### src/hw/rtl/k_closest_point_select_assert.svh
// Assertion shorthands shared by the block's modules.
// Both expect the clock i_clk and the active-low reset i_rst_n in scope.
`ifndef K_CLOSEST_POINT_SELECT_ASSERT_SVH
`define K_CLOSEST_POINT_SELECT_ASSERT_SVH

// Consequent must hold in the same cycle as the antecedent.
`define KCPS_ASSERT(lbl, ante, cons, msg) \
    lbl: assert property (@(posedge i_clk) disable iff (!i_rst_n) (ante) |-> (cons)) \
        else $error(msg);

// Consequent must hold in the cycle after the antecedent.
`define KCPS_ASSERT_NEXT(lbl, ante, cons, msg) \
    lbl: assert property (@(posedge i_clk) disable iff (!i_rst_n) (ante) |=> (cons)) \
        else $error(msg);

`endif

### src/hw/rtl/kcps_pkg.sv
`timescale 1ns / 1ps

package kcps_pkg;

    localparam int MAX_POINTS_DEF  = 64;
    localparam int COORD_BITS_DEF  = 20;
    localparam int ID_W            = 16;
    localparam int MAXT_W          = 7;
    localparam int RESULT_CAP      = 64;
    localparam logic [MAXT_W-1:0] MAXT_RESET = 7'd1;

    typedef enum logic [1:0] {
        CFG_MAX_TARGETS = 2'd0,
        CFG_ORIGIN_X    = 2'd1,
        CFG_ORIGIN_Y    = 2'd2,
        CFG_ORIGIN_Z    = 2'd3
    } t_cfg_idx;

    typedef enum logic [2:0] {
        S_LOAD,
        S_START,
        S_LIST_RD,
        S_LIST_OUT,
        S_SCAN,
        S_DRAIN,
        S_EMIT
    } t_state;

    // Commands from the controller to the datapath.
    typedef struct packed {
        logic store;      // write the accepted point, or flag it as dropped
        logic clear;      // end of run: empty the set
        logic rd_list;    // read the entry at the result counter
        logic out_list;   // place the read entry's id in the output register
        logic scan_init;  // start a new pass over the store
        logic scan_rd;    // read the next entry into the distance pipeline
        logic out_best;   // place the pass winner in the output register
    } t_dp_cmd;

    // Status from the datapath to the controller.
    typedef struct packed {
        logic list_mode;    // whole set fits, ids go out in load order
        logic target_zero;  // nothing to emit for this run
        logic last_result;  // the next result closes the run
        logic scan_last;    // the entry being read is the last stored one
        logic pipe_busy;    // distance pipeline still holds entries
        logic out_free;     // output register can take a result this cycle
    } t_dp_status;

endpackage

### src/hw/rtl/kcps_ctrl.sv
`timescale 1ns / 1ps
`include "k_closest_point_select_assert.svh"

module kcps_ctrl import kcps_pkg::*; (
    input  logic       i_clk,
    input  logic       i_rst_n,
    input  logic       i_s_tvalid,
    input  logic       i_s_tlast,
    output logic       o_s_tready,
    input  t_dp_status i_st,
    output t_dp_cmd    o_cmd
);

    t_state r_state, n_state;

    always_ff @(posedge i_clk) begin
        if (!i_rst_n) begin
            r_state <= S_LOAD;
        end else begin
            r_state <= n_state;
        end
    end

    always_comb begin
        n_state    = r_state;
        o_s_tready = 1'b0;
        o_cmd      = '0;
        case (r_state)
            S_LOAD: begin
                o_s_tready = 1'b1;
                if (i_s_tvalid) begin
                    o_cmd.store = 1'b1;
                    if (i_s_tlast) begin
                        n_state = S_START;
                    end
                end
            end
            S_START: begin
                if (i_st.target_zero) begin
                    o_cmd.clear = 1'b1;
                    n_state     = S_LOAD;
                end else if (i_st.list_mode) begin
                    n_state = S_LIST_RD;
                end else begin
                    o_cmd.scan_init = 1'b1;
                    n_state         = S_SCAN;
                end
            end
            S_LIST_RD: begin
                o_cmd.rd_list = 1'b1;
                n_state       = S_LIST_OUT;
            end
            S_LIST_OUT: begin
                if (i_st.out_free) begin
                    o_cmd.out_list = 1'b1;
                    if (i_st.last_result) begin
                        o_cmd.clear = 1'b1;
                        n_state     = S_LOAD;
                    end else begin
                        n_state = S_LIST_RD;
                    end
                end
            end
            S_SCAN: begin
                o_cmd.scan_rd = 1'b1;
                if (i_st.scan_last) begin
                    n_state = S_DRAIN;
                end
            end
            S_DRAIN: begin
                if (!i_st.pipe_busy) begin
                    n_state = S_EMIT;
                end
            end
            S_EMIT: begin
                if (i_st.out_free) begin
                    o_cmd.out_best = 1'b1;
                    if (i_st.last_result) begin
                        o_cmd.clear = 1'b1;
                        n_state     = S_LOAD;
                    end else begin
                        o_cmd.scan_init = 1'b1;
                        n_state         = S_SCAN;
                    end
                end
            end
            default: begin
                n_state = S_LOAD;
            end
        endcase
    end

    `KCPS_ASSERT(a_emit_after_drain, r_state == S_EMIT, !i_st.pipe_busy,
        "winner taken while distances are still in flight")

endmodule

### config.mk
export PLATFORM = sky130hd
export DESIGN_NAME = kcps_ctrl
export DESIGN_NICKNAME = d
export VERILOG_FILES = /design/src/hw/rtl/kcps_pkg.sv /design/src/hw/rtl/kcps_ctrl.sv
export VERILOG_INCLUDE_DIRS = /design/src /design/src/hw/rtl
export SDC_FILE = /design/constraint.sdc
export NUM_CORES = 1
export LEC_CHECK = 0
export BUFFER_PORTS_ARGS = -buffer_cell sky130_fd_sc_hd__clkbuf_2
export CORE_AREA = 5 5 42 44
export DETAILED_ROUTE_END_ITERATION = 6
export DIE_AREA = 0 0 47 49
export PLACE_DENSITY = 0.47
export REMOVE_ABC_BUFFERS = 1
export SLEW_MARGIN = 20
export SYNTH_ARGS = -nofsm -noshare
export SYNTH_HDL_FRONTEND = slang
export SYNTH_SLANG_ARGS = --single-unit
export TNS_END_PERCENT = 10
### constraint.sdc
create_clock -name i_clk -period 1.7 [get_ports i_clk]
set_input_delay 0.085 -clock i_clk [delete_from_list [all_inputs] [get_ports i_clk]]
set_output_delay 0.085 -clock i_clk [all_outputs]
set_load 0.005 [all_outputs]
==> flow_summary_export.csv <==
group,metric,value,unit
outcome,outcome,"finished, final reports clean",
global_routing,grt_pass1_wl,1.32,mm
detailed_routing,vias,358,
critical_path,critPathArrivalTime,1.45,ns
global_routing,grt_use_total,7.67,%
sta,min_period,1.54,ns
synthesis,async_reset_ff_share,0,%
clock_tree,clk_latency,0.23,ns
clock_tree,cts_hold_buf,0,
sta,max_freq,651,MHz
detailed_routing,post_drt_via_cell_ratio,4.53,
pwr,peakVddDrop,0.632,mV
sta,hold_viol_final,0,
detailed_routing,route.antenna.remaining_nets,0,
placement,place_area,410,µm²
pwr,p_int,0.370,mW
clock_tree,cts_root_buf,"clkbuf_4",
clock_tree,clk_pin_slew_worst_paths,0.04,ns
critical_path,cp_slowest_cell,"dfxtp_1",
layout,regMostFlops,"r_state",
layout,largest_reg_flops,3,
synthesis,yosysTopAreaCell,"dfxtp_1",
synthesis,syn_inst,44,
clock_tree,clock_sinks,3,
layout,area_delta_synth_final,37.4,%
layout,nets,74,
sta,tns,0,ns
pwr,leakage,0.196,nW
layout,layout_common_cells,"clkbuf_2, nor2_1, nand2_1",
synthesis,synth_edf_count,0,
critical_path,rrSetupSlack,0.32,ns
clock_tree,cts_buffer_depth,2,
layout,instances_no_fill,79,
synthesis,yosys_most_used_dff,"dfxtp_1",
critical_path,required,1.62,ns
critical_path,crit_fanout,10,
layout,ff_latch_area,60.1,µm²
run,drv_cap,0,
sta,drv_slew,0,
critical_path,cp-start-kind,"flip-flop",
critical_path,crit_family,"flip-flops",
sta,worst_pin_slew,0.441,ns
critical_path,path_class,"flip-flop to primary output",
floorplanning,rows,14,
floorplanning,start_util,22.7,%
synthesis,seq_area_frac_synth,18.9,%
layout,multiInputGateArea,226,µm²
critical_path,crit_buf_inv,2,
floorplanning,dieArea,2300,µm²
floorplanning,io_pins,18,
placement,pre_cts_slack,0.331,ns
pwr,p_total,0.649,mW
sta,hold_slack,0.129,ns
critical_path,r2r-start,"r_state[1]",
synthesis,ys_top_cells_by_area,"dfxtp_1, nor2_1, a32oi_2, a21oi_1, a211oi_1",
synthesis,netlist.area_leader.share,18.9,%
worst_hold_path,holdPathStages,3,
layout,post-route-util,31.2,%
floorplanning,dieWidth,47,µm
detailed_routing,drt_iter0_markers,5,
sta,setup_violations,0,
pwr,p_per_area,1490,nW/µm²
detailed_routing,drt-pass1-iter-count,4,
global_routing,grt_pass1_vias,317,
critical_path,critPathCaptureType,"primary output",
sta,clock_skew,0.00105,ns
placement,dp.cells,75,
clock_tree,cts_buffers,3,
pwr,p_clk_share,19.1,%
pwr,p_switching,0.279,mW
placement,routabilityCongestion,0.703,
pwr,seq_power_share,26.8,%
clock_tree,post-cts-setup-buffers,0,
placement,port_buffers,17,
detailed_routing,drc,0,
layout,top_regs,"r_state: 3 flops",
synthesis,syn_area,318,µm²
sta,min_period_over_period,90.4,%
synthesis,syn_avg_cell_area,7.22,µm²
layout,design_area,437,µm²
global_routing,grt_start_max_net_pins,15,
worst_hold_path,worst_hold_path_type,"input port to flip-flop",
critical_path,path_cells,"buf_4 > nand2b_1 > o32ai_1 > clkbuf_2",
critical_path,timing.rr.end,"r_state[0]",
synthesis,synth_seq_cells,3,
placement,dp_hpwl,630,µm
clock_tree,ctsResizeCount,0,
detailed_routing,wirelength,800,µm
sta,slew_headroom,70.6,%
worst_hold_path,whs_endpoint,"r_state[1]",
layout,layout.cells.most_common,"clkbuf_2",
pwr,switching_share,43.0,%
layout,drive_gt1_share,36.5,%
floorplanning,die_h,49,µm
clock_tree,cts_tree,"done",
global_routing,overflow,0,
critical_path,worst_r2r_path_depth,4,
global_routing,grt_antenna_before_repair,0,
pwr,p_comb_share,54.1,%
layout,n_fill_cell,160,
synthesis,synth_warnings,0,
sta,rsz0062_at_grt,"no",
clock_tree,cts_max_level,1,
floorplanning,fp.coreArea,1400,µm²
worst_hold_path,hold_start,"i_rst_n",
sta,setup_ws,0.164,ns
detailed_routing,avgRoutedWirePerCell,10.1,µm
synthesis,synth_cell_types,25,
layout,antennaDiodeCount,0,
critical_path,cpPeakStageDelay,0.51,ns
## tightest hold or removal path: cells and delay by family
family / cells / cell delay, ns
buf+inv: 2 / 0.17
compound gates: 1 / 0.05
## kinds of logic (layout without fill, tap and decap cells)
group | after synthesis | in the layout | share of synthesized area (%)
buffers and inverters | 6 | 25 | 9.84
AOI/OAI and AO/OA | 13 | 13 | 32.3
muxes | 1 | 1 | 3.15
and+or+nand+nor | 20 | 20 | 33.1
xor gates and xnor gates | 1 | 1 | 2.76
DFF | 3 | 3 | 18.9
## synth_stat cells, types with 2 or more instances
library cell / instances
a211oi_1: 2
a21oi_1: 3
dfxtp_1: 3
inv_1: 3
nand2_1: 4
nand2b_1: 2
nand3b_1: 2
nor2_1: 5
nor2b_1: 2
o21ai_0: 2
or3_1: 2
## how the worst max path moves through the flow
stage                     from  slack, ns  depth (start not counted)          to
floorplan           r_state[2]       0.37                          4  r_state[0]
global placement    r_state[1]       0.32                          3  r_state[2]
detailed placement  r_state[2]       0.33                          4  r_state[0]
CTS                 r_state[2]       0.12                          4    o_cmd[2]
global route        r_state[2]      0.001                          4    o_cmd[2]
finish              r_state[2]       0.16                          4    o_cmd[2]
## final cells by class
type / count / area share (%)
Timing Repair Buffer: 18 / 21.2
Clock buffer: 4 / 6.02
Inverter: 3 / 2.58
Multi-Input combinational cell: 35 / 51.9
Sequential cell: 3 / 13.8
Tap cell: 16 / 4.58
## per-layer routing
layer  GRT usage, %  share of wire (%)  wire (µm)
met1           12.5                 50        400
met2           7.69                 36        291
met3           4.43                 14        109
met4           2.76                  0          0
met5              0                  0          0
## power by group through the flow
stage,clock [mW],sequential [mW],combinational (mW)
final,0.124,0.174,0.351
after global routing,0.141,0.187,0.402
after CTS,0.133,0.176,0.356
after detailed placement,0,0.177,0.353
after global placement,0,0.178,0.355
after floorplan,0,0.165,0.236
No activity file was read; power rests on OpenSTA's default activity.
